$ cat config.mk
export PLATFORM = sky130hd
export DESIGN_NAME = nmea_sentence_parser_flat
export DESIGN_NICKNAME = d
export VERILOG_FILES = /design/src/rtl/nsp_pkg.sv /design/src/rtl/nsp_if.sv /design/src/rtl/nmea_sentence_parser.sv /design/src/flat_wrapper.sv
export SDC_FILE = /design/constraint.sdc
export NUM_CORES = 1
export LEC_CHECK = 0
export BUFFER_PORTS_ARGS = -buffer_cell sky130_fd_sc_hd__buf_4
export CAP_MARGIN = 20
export CORE_ASPECT_RATIO = 1.1
export CORE_MARGIN = 5
export CORE_UTILIZATION = 35
export CTS_BUF_LIST = sky130_fd_sc_hd__clkbuf_4 sky130_fd_sc_hd__clkbuf_8
export DETAILED_ROUTE_END_ITERATION = 16
export HOLD_SLACK_MARGIN = 0.1
export SYNTH_ARGS = -nofsm -noshare
export SYNTH_HDL_FRONTEND = slang
export SYNTH_SLANG_ARGS = --single-unit
$ cat constraint.sdc
create_clock -name clk -period 8.97 [get_ports clk]
set_clock_uncertainty 0.2 [all_clocks]
set_input_delay 0 -clock clk [delete_from_list [all_inputs] [get_ports clk]]
set_output_delay 0 -clock clk [all_outputs]
set_load 0.02 [all_outputs]
$ cat src/rtl/nsp_pkg.sv
`timescale 1ns / 1ps
`default_nettype none

package nsp_pkg;

    localparam int BYTE_W     = 8;
    localparam int KIND_W     = 3;
    localparam int FNUM_W     = 6;
    localparam int CPOS_W     = 7;
    localparam int TYPE_W     = 40;
    localparam int TLEN_W     = 3;
    localparam int ADDR_CHARS = 5;

    localparam int MAX_FIELD_LEN_DEF = 64;
    localparam int MAX_FIELDS_DEF    = 32;

    localparam logic [BYTE_W-1:0] CH_DOLLAR = 8'h24;
    localparam logic [BYTE_W-1:0] CH_STAR   = 8'h2A;
    localparam logic [BYTE_W-1:0] CH_COMMA  = 8'h2C;
    localparam logic [BYTE_W-1:0] CH_CR     = 8'h0D;
    localparam logic [BYTE_W-1:0] CH_LF     = 8'h0A;
    localparam logic [BYTE_W-1:0] CH_0      = 8'h30;
    localparam logic [BYTE_W-1:0] CH_9      = 8'h39;
    localparam logic [BYTE_W-1:0] CH_A      = 8'h41;
    localparam logic [BYTE_W-1:0] CH_F      = 8'h46;

    typedef enum logic [2:0] {
        PS_WAIT,
        PS_START,
        PS_ADDR,
        PS_FIELD,
        PS_CSUM,
        PS_DISCARD
    } parse_state_t;

    typedef enum logic [KIND_W-1:0] {
        KIND_CHAR,
        KIND_END,
        KIND_OK,
        KIND_BAD,
        KIND_ABORT
    } kind_t;

endpackage

`default_nettype wire

$ cat src/rtl/nsp_if.sv
`timescale 1ns / 1ps
`default_nettype none

interface nsp_rx_if;
    import nsp_pkg::*;

    logic              valid;
    logic              ready;
    logic [BYTE_W-1:0] rx_byte;

    modport source (output valid, output rx_byte, input ready);
    modport sink   (input valid, input rx_byte, output ready);
endinterface

interface nsp_res_if;
    import nsp_pkg::*;

    logic              valid;
    logic              ready;
    logic [KIND_W-1:0] kind;
    logic [BYTE_W-1:0] data_byte;
    logic [FNUM_W-1:0] field_number;
    logic [CPOS_W-1:0] char_position;
    logic [TYPE_W-1:0] sentence_type;
    logic [BYTE_W-1:0] received_checksum;
    logic [BYTE_W-1:0] computed_checksum;

    modport source (
        output valid, output kind, output data_byte, output field_number,
        output char_position, output sentence_type, output received_checksum,
        output computed_checksum, input ready
    );
    modport sink (
        input valid, input kind, input data_byte, input field_number,
        input char_position, input sentence_type, input received_checksum,
        input computed_checksum, output ready
    );
endinterface

`default_nettype wire

$ cat src/rtl/nmea_sentence_parser.sv
`timescale 1ns / 1ps
`default_nettype none

// An accepted byte is held in the input register; its request, if any, is then written
// to the result register. Throughput: one byte per cycle unless a request stalls; the
// parser state sits in a single registered pass between the input and result registers.
// rx.ready drops only while a byte that yields a request waits on a full result register.
// Reset (rst_n low, asynchronous) empties both registers and returns the parser to
// waiting for '$' with all counters and checksums cleared.
module nmea_sentence_parser #(
    parameter int MAX_FIELD_LEN = nsp_pkg::MAX_FIELD_LEN_DEF,
    parameter int MAX_FIELDS    = nsp_pkg::MAX_FIELDS_DEF
) (
    input  logic       clk,
    input  logic       rst_n,
    nsp_rx_if.sink     rx,
    nsp_res_if.source  res
);
    import nsp_pkg::*;

    localparam int FLEN_W = $clog2(MAX_FIELD_LEN + 2);
    localparam int FCNT_W = $clog2(MAX_FIELDS + 2);
    localparam logic [FLEN_W-1:0] FLEN_MAX = FLEN_W'(MAX_FIELD_LEN);
    localparam logic [FCNT_W-1:0] FCNT_MAX = FCNT_W'(MAX_FIELDS);
    localparam logic [TLEN_W-1:0] TLEN_FULL = TLEN_W'(ADDR_CHARS);

    logic              byte_valid_reg;
    logic [BYTE_W-1:0] byte_reg;

    parse_state_t      state_reg,   state_next;
    logic [BYTE_W-1:0] xor_reg,     xor_next;
    logic [BYTE_W-1:0] hex_reg,     hex_next;
    logic              too_big_reg, too_big_next;
    logic [TYPE_W-1:0] type_reg,    type_next;
    logic [TLEN_W-1:0] tlen_reg,    tlen_next;
    logic [FLEN_W-1:0] flen_reg,    flen_next;
    logic [FCNT_W-1:0] fcnt_reg,    fcnt_next;

    logic              res_valid_reg;
    kind_t             kind_reg;
    logic [BYTE_W-1:0] data_reg;
    logic [FNUM_W-1:0] fnum_reg;
    logic [CPOS_W-1:0] cpos_reg;
    logic [TYPE_W-1:0] stype_reg;
    logic [BYTE_W-1:0] rsum_reg;
    logic [BYTE_W-1:0] csum_reg;

    logic              emit;
    kind_t             kind_o;
    logic [BYTE_W-1:0] data_o;
    logic [FNUM_W-1:0] fnum_o;
    logic [CPOS_W-1:0] cpos_o;
    logic [BYTE_W-1:0] rsum_o;
    logic [BYTE_W-1:0] csum_o;

    logic              eol;
    logic              is_dec;
    logic              is_hex_alpha;
    logic [3:0]        digit;
    logic              out_free;
    logic              advance;
    logic [31:0]       fcnt_ext;
    logic [31:0]       fcnt_inc_ext;
    logic [31:0]       flen_ext;
    logic [31:0]       flen_cur_ext;

    assign eol          = (byte_reg == CH_CR) || (byte_reg == CH_LF);
    assign is_dec       = (byte_reg >= CH_0) && (byte_reg <= CH_9);
    assign is_hex_alpha = (byte_reg >= CH_A) && (byte_reg <= CH_F);
    assign digit        = is_dec ? byte_reg[3:0] : 4'(byte_reg[3:0] + 4'd9);

    assign out_free = !res_valid_reg || res.ready;
    assign advance  = byte_valid_reg && (!emit || out_free);
    assign rx.ready = !byte_valid_reg || advance;

    assign fcnt_ext     = 32'(fcnt_next);
    assign fcnt_inc_ext = 32'(fcnt_reg) + 32'd1;
    assign flen_ext     = 32'(flen_next);
    assign flen_cur_ext = 32'(flen_reg);

    // next state
    always_comb
    begin
        state_next   = state_reg;
        xor_next     = xor_reg;
        hex_next     = hex_reg;
        too_big_next = too_big_reg;
        type_next    = type_reg;
        tlen_next    = tlen_reg;
        flen_next    = flen_reg;
        fcnt_next    = fcnt_reg;
        unique case (state_reg)
            PS_WAIT:
            begin
                if (byte_reg == CH_DOLLAR)
                begin
                    xor_next     = '0;
                    hex_next     = '0;
                    too_big_next = 1'b0;
                    type_next    = '0;
                    tlen_next    = '0;
                    flen_next    = '0;
                    fcnt_next    = '0;
                    state_next   = PS_START;
                end
                else if (!eol)
                begin
                    state_next = PS_DISCARD;
                end
            end
            PS_START:
            begin
                if (eol)
                begin
                    state_next = PS_DISCARD;
                end
                else
                begin
                    xor_next   = xor_reg ^ byte_reg;
                    type_next  = {type_reg[TYPE_W-BYTE_W-1:0], byte_reg};
                    tlen_next  = TLEN_W'(1);
                    state_next = PS_ADDR;
                end
            end
            PS_ADDR:
            begin
                if (eol)
                begin
                    state_next = PS_DISCARD;
                end
                else
                begin
                    xor_next = xor_reg ^ byte_reg;
                    if (byte_reg == CH_COMMA)
                    begin
                        state_next = (tlen_reg == TLEN_FULL) ? PS_FIELD : PS_DISCARD;
                    end
                    else if (tlen_reg >= TLEN_FULL)
                    begin
                        tlen_next  = TLEN_W'(ADDR_CHARS + 1);
                        state_next = PS_DISCARD;
                    end
                    else
                    begin
                        type_next = {type_reg[TYPE_W-BYTE_W-1:0], byte_reg};
                        tlen_next = TLEN_W'(tlen_reg + TLEN_W'(1));
                    end
                end
            end
            PS_FIELD:
            begin
                if (eol)
                begin
                    state_next = PS_DISCARD;
                end
                else if ((byte_reg == CH_COMMA) || (byte_reg == CH_STAR))
                begin
                    if (byte_reg == CH_COMMA)
                    begin
                        xor_next = xor_reg ^ byte_reg;
                    end
                    else
                    begin
                        hex_next     = '0;
                        too_big_next = 1'b0;
                        state_next   = PS_CSUM;
                    end
                    fcnt_next = FCNT_W'(fcnt_reg + FCNT_W'(1));
                    if (fcnt_next > FCNT_MAX)
                    begin
                        state_next = PS_DISCARD;
                    end
                    else
                    begin
                        flen_next = '0;
                    end
                end
                else
                begin
                    xor_next = xor_reg ^ byte_reg;
                    if (flen_reg >= FLEN_MAX)
                    begin
                        flen_next  = FLEN_W'(MAX_FIELD_LEN + 1);
                        state_next = PS_DISCARD;
                    end
                    else
                    begin
                        flen_next = FLEN_W'(flen_reg + FLEN_W'(1));
                    end
                end
            end
            PS_CSUM:
            begin
                if (is_dec || is_hex_alpha)
                begin
                    too_big_next = too_big_reg || (hex_reg > 8'h0F);
                    hex_next     = {hex_reg[3:0], digit};
                end
                else if (eol)
                begin
                    state_next = PS_WAIT;
                end
                else
                begin
                    state_next = PS_DISCARD;
                end
            end
            PS_DISCARD:
            begin
                state_next = eol ? PS_WAIT : PS_DISCARD;
            end
            default:
            begin
                state_next = PS_WAIT;
            end
        endcase
    end

    // request fields
    always_comb
    begin
        emit   = 1'b0;
        kind_o = KIND_ABORT;
        data_o = '0;
        fnum_o = fcnt_ext[FNUM_W-1:0];
        cpos_o = flen_ext[CPOS_W-1:0];
        unique case (state_reg)
            PS_START:
            begin
                emit = eol;
            end
            PS_ADDR:
            begin
                if (eol)
                begin
                    emit = 1'b1;
                end
                else if (byte_reg == CH_COMMA)
                begin
                    emit = (tlen_reg != TLEN_FULL);
                end
                else
                begin
                    emit = (tlen_reg >= TLEN_FULL);
                end
            end
            PS_FIELD:
            begin
                emit = 1'b1;
                if (eol)
                begin
                    kind_o = KIND_ABORT;
                end
                else if ((byte_reg == CH_COMMA) || (byte_reg == CH_STAR))
                begin
                    if (fcnt_next <= FCNT_MAX)
                    begin
                        kind_o = KIND_END;
                        cpos_o = flen_cur_ext[CPOS_W-1:0];
                    end
                end
                else if (flen_reg < FLEN_MAX)
                begin
                    kind_o = KIND_CHAR;
                    data_o = byte_reg;
                    fnum_o = fcnt_inc_ext[FNUM_W-1:0];
                end
            end
            PS_CSUM:
            begin
                if (!(is_dec || is_hex_alpha))
                begin
                    emit = 1'b1;
                    if (eol || (byte_reg == CH_COMMA))
                    begin
                        kind_o = (!too_big_reg && (hex_reg == xor_reg)) ? KIND_OK : KIND_BAD;
                        cpos_o = '0;
                    end
                end
            end
            default:
            begin
                emit = 1'b0;
            end
        endcase
        if ((kind_o == KIND_CHAR) || (kind_o == KIND_END))
        begin
            rsum_o = '0;
            csum_o = '0;
        end
        else
        begin
            rsum_o = hex_next;
            csum_o = xor_next;
        end
    end

    always_ff @(posedge clk or negedge rst_n)
    begin
        if (!rst_n)
        begin
            byte_valid_reg <= 1'b0;
            res_valid_reg  <= 1'b0;
            state_reg      <= PS_WAIT;
            xor_reg        <= '0;
            hex_reg        <= '0;
            too_big_reg    <= 1'b0;
            type_reg       <= '0;
            tlen_reg       <= '0;
            flen_reg       <= '0;
            fcnt_reg       <= '0;
        end
        else
        begin
            if (rx.ready)
            begin
                byte_valid_reg <= rx.valid;
            end
            if (advance)
            begin
                state_reg   <= state_next;
                xor_reg     <= xor_next;
                hex_reg     <= hex_next;
                too_big_reg <= too_big_next;
                type_reg    <= type_next;
                tlen_reg    <= tlen_next;
                flen_reg    <= flen_next;
                fcnt_reg    <= fcnt_next;
            end
            if (advance && emit)
            begin
                res_valid_reg <= 1'b1;
            end
            else if (res.ready)
            begin
                res_valid_reg <= 1'b0;
            end
        end
    end

    always_ff @(posedge clk)
    begin
        if (rx.ready)
        begin
            byte_reg <= rx.rx_byte;
        end
        if (advance && emit)
        begin
            kind_reg  <= kind_o;
            data_reg  <= data_o;
            fnum_reg  <= fnum_o;
            cpos_reg  <= cpos_o;
            stype_reg <= type_next;
            rsum_reg  <= rsum_o;
            csum_reg  <= csum_o;
        end
    end

    assign res.valid             = res_valid_reg;
    assign res.kind              = kind_reg;
    assign res.data_byte         = data_reg;
    assign res.field_number      = fnum_reg;
    assign res.char_position     = cpos_reg;
    assign res.sentence_type     = stype_reg;
    assign res.received_checksum = rsum_reg;
    assign res.computed_checksum = csum_reg;

endmodule

`default_nettype wire

$ cat src/flat_wrapper.sv
// flat-port wrapper written by rule: the top's interface ports become plain ports
module nmea_sentence_parser_flat import nsp_pkg::*;
#(
    parameter int MAX_FIELD_LEN = nsp_pkg::MAX_FIELD_LEN_DEF,
    parameter int MAX_FIELDS    = nsp_pkg::MAX_FIELDS_DEF
)
  (clk, rst_n, rx_valid, rx_rx_byte, rx_ready, res_valid, res_kind, res_data_byte, res_field_number, res_char_position, res_sentence_type, res_received_checksum, res_computed_checksum, res_ready);
  nsp_rx_if rx_i ();
  nsp_res_if res_i ();
  input  logic clk;
  input  logic rst_n;
  input wire logic [$bits(rx_i.valid)-1:0] rx_valid;
  input wire logic [$bits(rx_i.rx_byte)-1:0] rx_rx_byte;
  output wire logic [$bits(rx_i.ready)-1:0] rx_ready;
  output wire logic [$bits(res_i.valid)-1:0] res_valid;
  output wire logic [$bits(res_i.kind)-1:0] res_kind;
  output wire logic [$bits(res_i.data_byte)-1:0] res_data_byte;
  output wire logic [$bits(res_i.field_number)-1:0] res_field_number;
  output wire logic [$bits(res_i.char_position)-1:0] res_char_position;
  output wire logic [$bits(res_i.sentence_type)-1:0] res_sentence_type;
  output wire logic [$bits(res_i.received_checksum)-1:0] res_received_checksum;
  output wire logic [$bits(res_i.computed_checksum)-1:0] res_computed_checksum;
  input wire logic [$bits(res_i.ready)-1:0] res_ready;
  assign rx_i.valid = rx_valid;
  assign rx_i.rx_byte = rx_rx_byte;
  assign rx_ready = rx_i.ready;
  assign res_valid = res_i.valid;
  assign res_kind = res_i.kind;
  assign res_data_byte = res_i.data_byte;
  assign res_field_number = res_i.field_number;
  assign res_char_position = res_i.char_position;
  assign res_sentence_type = res_i.sentence_type;
  assign res_received_checksum = res_i.received_checksum;
  assign res_computed_checksum = res_i.computed_checksum;
  assign res_i.ready = res_ready;
  nmea_sentence_parser #(.MAX_FIELD_LEN(MAX_FIELD_LEN), .MAX_FIELDS(MAX_FIELDS)) u_core (.clk(clk), .rst_n(rst_n), .rx(rx_i), .res(res_i));
endmodule
==> metrics.txt <==
Mapped Avg Cell Area 11.7 um2; Comb pwr share between 30% and 40%; Syn. warnings 0; critical path capture point type flip-flop; FF+latch area 4590 um2; EDFF count, synth 88; CTS Root Cell clkbuf_8; detailed-router iteration count before antenna repair 5; status finished clean; fin nets 789; CP arrival 4070 ps; Placement Rows 57; most common cell after layout, fill and taps aside buf_4; slowest library cell on the worst path buf_4; Multi-input gate area 3060 um2; core area 22200 um2; number of global-route vias before repair 5783; area growth from synthesis to layout 20.4%; Slew Viols, Final 0; ys flop type edfxtp_1; sequential cell area fraction in the yosys report 58.0%; Tmin final between 4000 and 5000 ps; pin count of the biggest net entering global routing 79; # diodes 0; final total power ~0.0027 W; Lkg Pwr about 3.8 nW; H-tree Lvls 4; final period utilization between 40% and 50%; vias after detailed routing 5947; FFs w/ async S/R, synth 47.0%; share of cells above drive strength 1 about a fifth; first-pass GRT wire length 32200 um; flop and latch count out of synthesis 166; placed cell count 1021; Final ANT Viol Nets 0; Int Power about 0.0016 W; Final setup viols 0; Finished Layout Cells 1075; crit-path max FO between 70 and 80; IO Port Bufs 93; grt ovf 0; FILL cells 2082; RePlAce Congestion 0.857; chip height 168 um; RSZ-0062 raised after global routing no; clk sinks 166; Placement Setup Slack 4810 ps; Netlist cell types 71; CTS tree done; io pins 94; CTS resizes 0; commonest non-fill, non-tap cells in the layout buf_4 (102), a22o_1 (89), edfxtp_1 (88); sw power 0.00103 W; CTS buffer count 17; Cell Area, Synth 7920 um2; fin worst setup slack 4790 ps; fmax around 0.24 GHz; vias per cell 5.53; post-synth net total 698; P per Cell Area 280 nW/um2; post-detailed-route wirelength per cell 18.5 um; clk_lat worst skew 480 ps; Final Hold Slack 279 ps; Die ar. 25700 um2; post-DP HPWL 13200 um; initial antenna violation count 0; Crit path max-delay family compound AO/OA/AOI/OAI gates; number of DRC markers in iteration 0 469; setup TNS 0 ps; cell chain of the critical path inv_1 -> ha_1 -> o21bai_1 -> a21oi_1 -> a311oi_1 -> a211oi_2 -> o21ai_2 -> buf_4 -> nor2_4 -> buf_4; Initial Util a little over a third; Critical Path RT 8860 ps; DRT Wirelength 19900 um; Die Wd 153 um; Fin. Hold Viols 0; part of the power in the clock network 21.5%; path type of the worst min-delay path input pin to asynchronous set/reset pin; worst-case clock buffer depth 2; clk slew on worst S/H paths 110 ps; sw frac 38.4%; Max-cap violations 0; Max VDD drop approximately 0.00011 V; critical path's most frequent cell buf_4; Mapped Cells 676; crit path kind flip-flop to flip-flop; relative slew slack ~32%; CP Buf/Inv Count 3; Worst-Margin Slew 1020 ps; Tot GR Track Use between 10% and 20%; CP Launch Type flip-flop; Residual DRC 0; slowest stage delay, CP around 760 ps; sequential fraction of design power a little under half
-- per-layer routing --
layer | global-route usage [%] | routed length, um
met1 | 21.5 | 9100
met2 | 24.6 | 9510
met3 | 3.43 | 962
met4 | 4.84 | 329
met5 | 0 | 0
-- final cells by class --
type / instances / area share [%]
timing repair buffer: 124 / 10.5
clock inverter: 15 / 2.19
clock buffer: 17 / 2.46
multi-input combinational: 443 / 32.2
sequential: 166 / 48.2
tap: 295 / 3.87
inverter: 15 / 0.591
-- power groups by stage --
stage                     registers (W)  clock network, W  logic (W)
after floorplan                 0.00128                 0   0.000526
after global placement          0.00126                 0   0.000836
after detailed placement        0.00126                 0   0.000844
after CTS                       0.00125          0.000589   0.000853
after global routing            0.00128          0.000621   0.000927
final                           0.00125          0.000575   0.000845
-- worst reg2reg max path, cell delays in order, from the launching register on --
cell and delay, ps:
edfxtp_1 570, inv_1 260, ha_1 230, o21bai_1 80, a21oi_1 470, a311oi_1 210
a211oi_2 430, o21ai_2 100, buf_4 260, nor2_4 150, buf_4 760
-- synth_stat cells, types with 8 or more instances --
master / number / area (um2)
nor2_1: 42 / 158
o21ai_1: 8 / 40.0
a22o_1: 89 / 780
nand3_1: 19 / 95.1
and2_1: 8 / 50.1
nor3_1: 13 / 65.1
dfrtp_1: 78 / 1950
a21oi_1: 25 / 125
nand2b_1: 9 / 56.3
nand2_1: 38 / 143
o211ai_1: 9 / 67.6
edfxtp_1: 88 / 2640
inv_1: 15 / 56.3
buf_2: 11 / 55.1
nand4_1: 8 / 50.1
clkbuf_1: 36 / 135
ha_1: 10 / 125
o21ai_0: 32 / 160
-- final timing paths --
path                                     startpoint                 endpoint  slack [ps]  cells past startpoint
worst max-delay path             u_core.byte_reg[0]  u_core.res.data_byte[3]        4790                     10
worst min-delay path                          rst_n       u_core.flen_reg[0]         280                      3
worst max register to register   u_core.byte_reg[0]  u_core.res.data_byte[3]        4790                     10
worst min register to register  u_core.type_reg[34]      u_core.type_reg[34]         320                      1
max in group asynchronous                     rst_n        u_core.xor_reg[5]        7650                      4
min in group clk                u_core.type_reg[34]      u_core.type_reg[34]         320                      1
-- timing repair --
| item | in CTS | in global routing |
|---|---|---|
| hold endpoints to repair | 94 | 14 |
| hold buffers | 20 | 1 |
| buffers inserted | 0 | 0 |
-- stage by stage --
stage               area (um2)  utilization (%)
global route              9530             43.0
detailed placement        8850             39.9
finish                    9530             43.0
global placement          8850             39.9
floorplan                 7920                -
CTS                       9490             42.8
-- cells by family after synthesis --
| family | share of synthesized area (%) |
|---|---|
| fa+ha+maj | 1.58 |
| flops | 58.0 |
| buf+inv | 3.68 |
| xor+xnor | 1.44 |
| compound gates | 21.8 |
| mux | 1.38 |
| simple gates | 12.1 |
No activity file was read; power rests on OpenSTA's default activity.
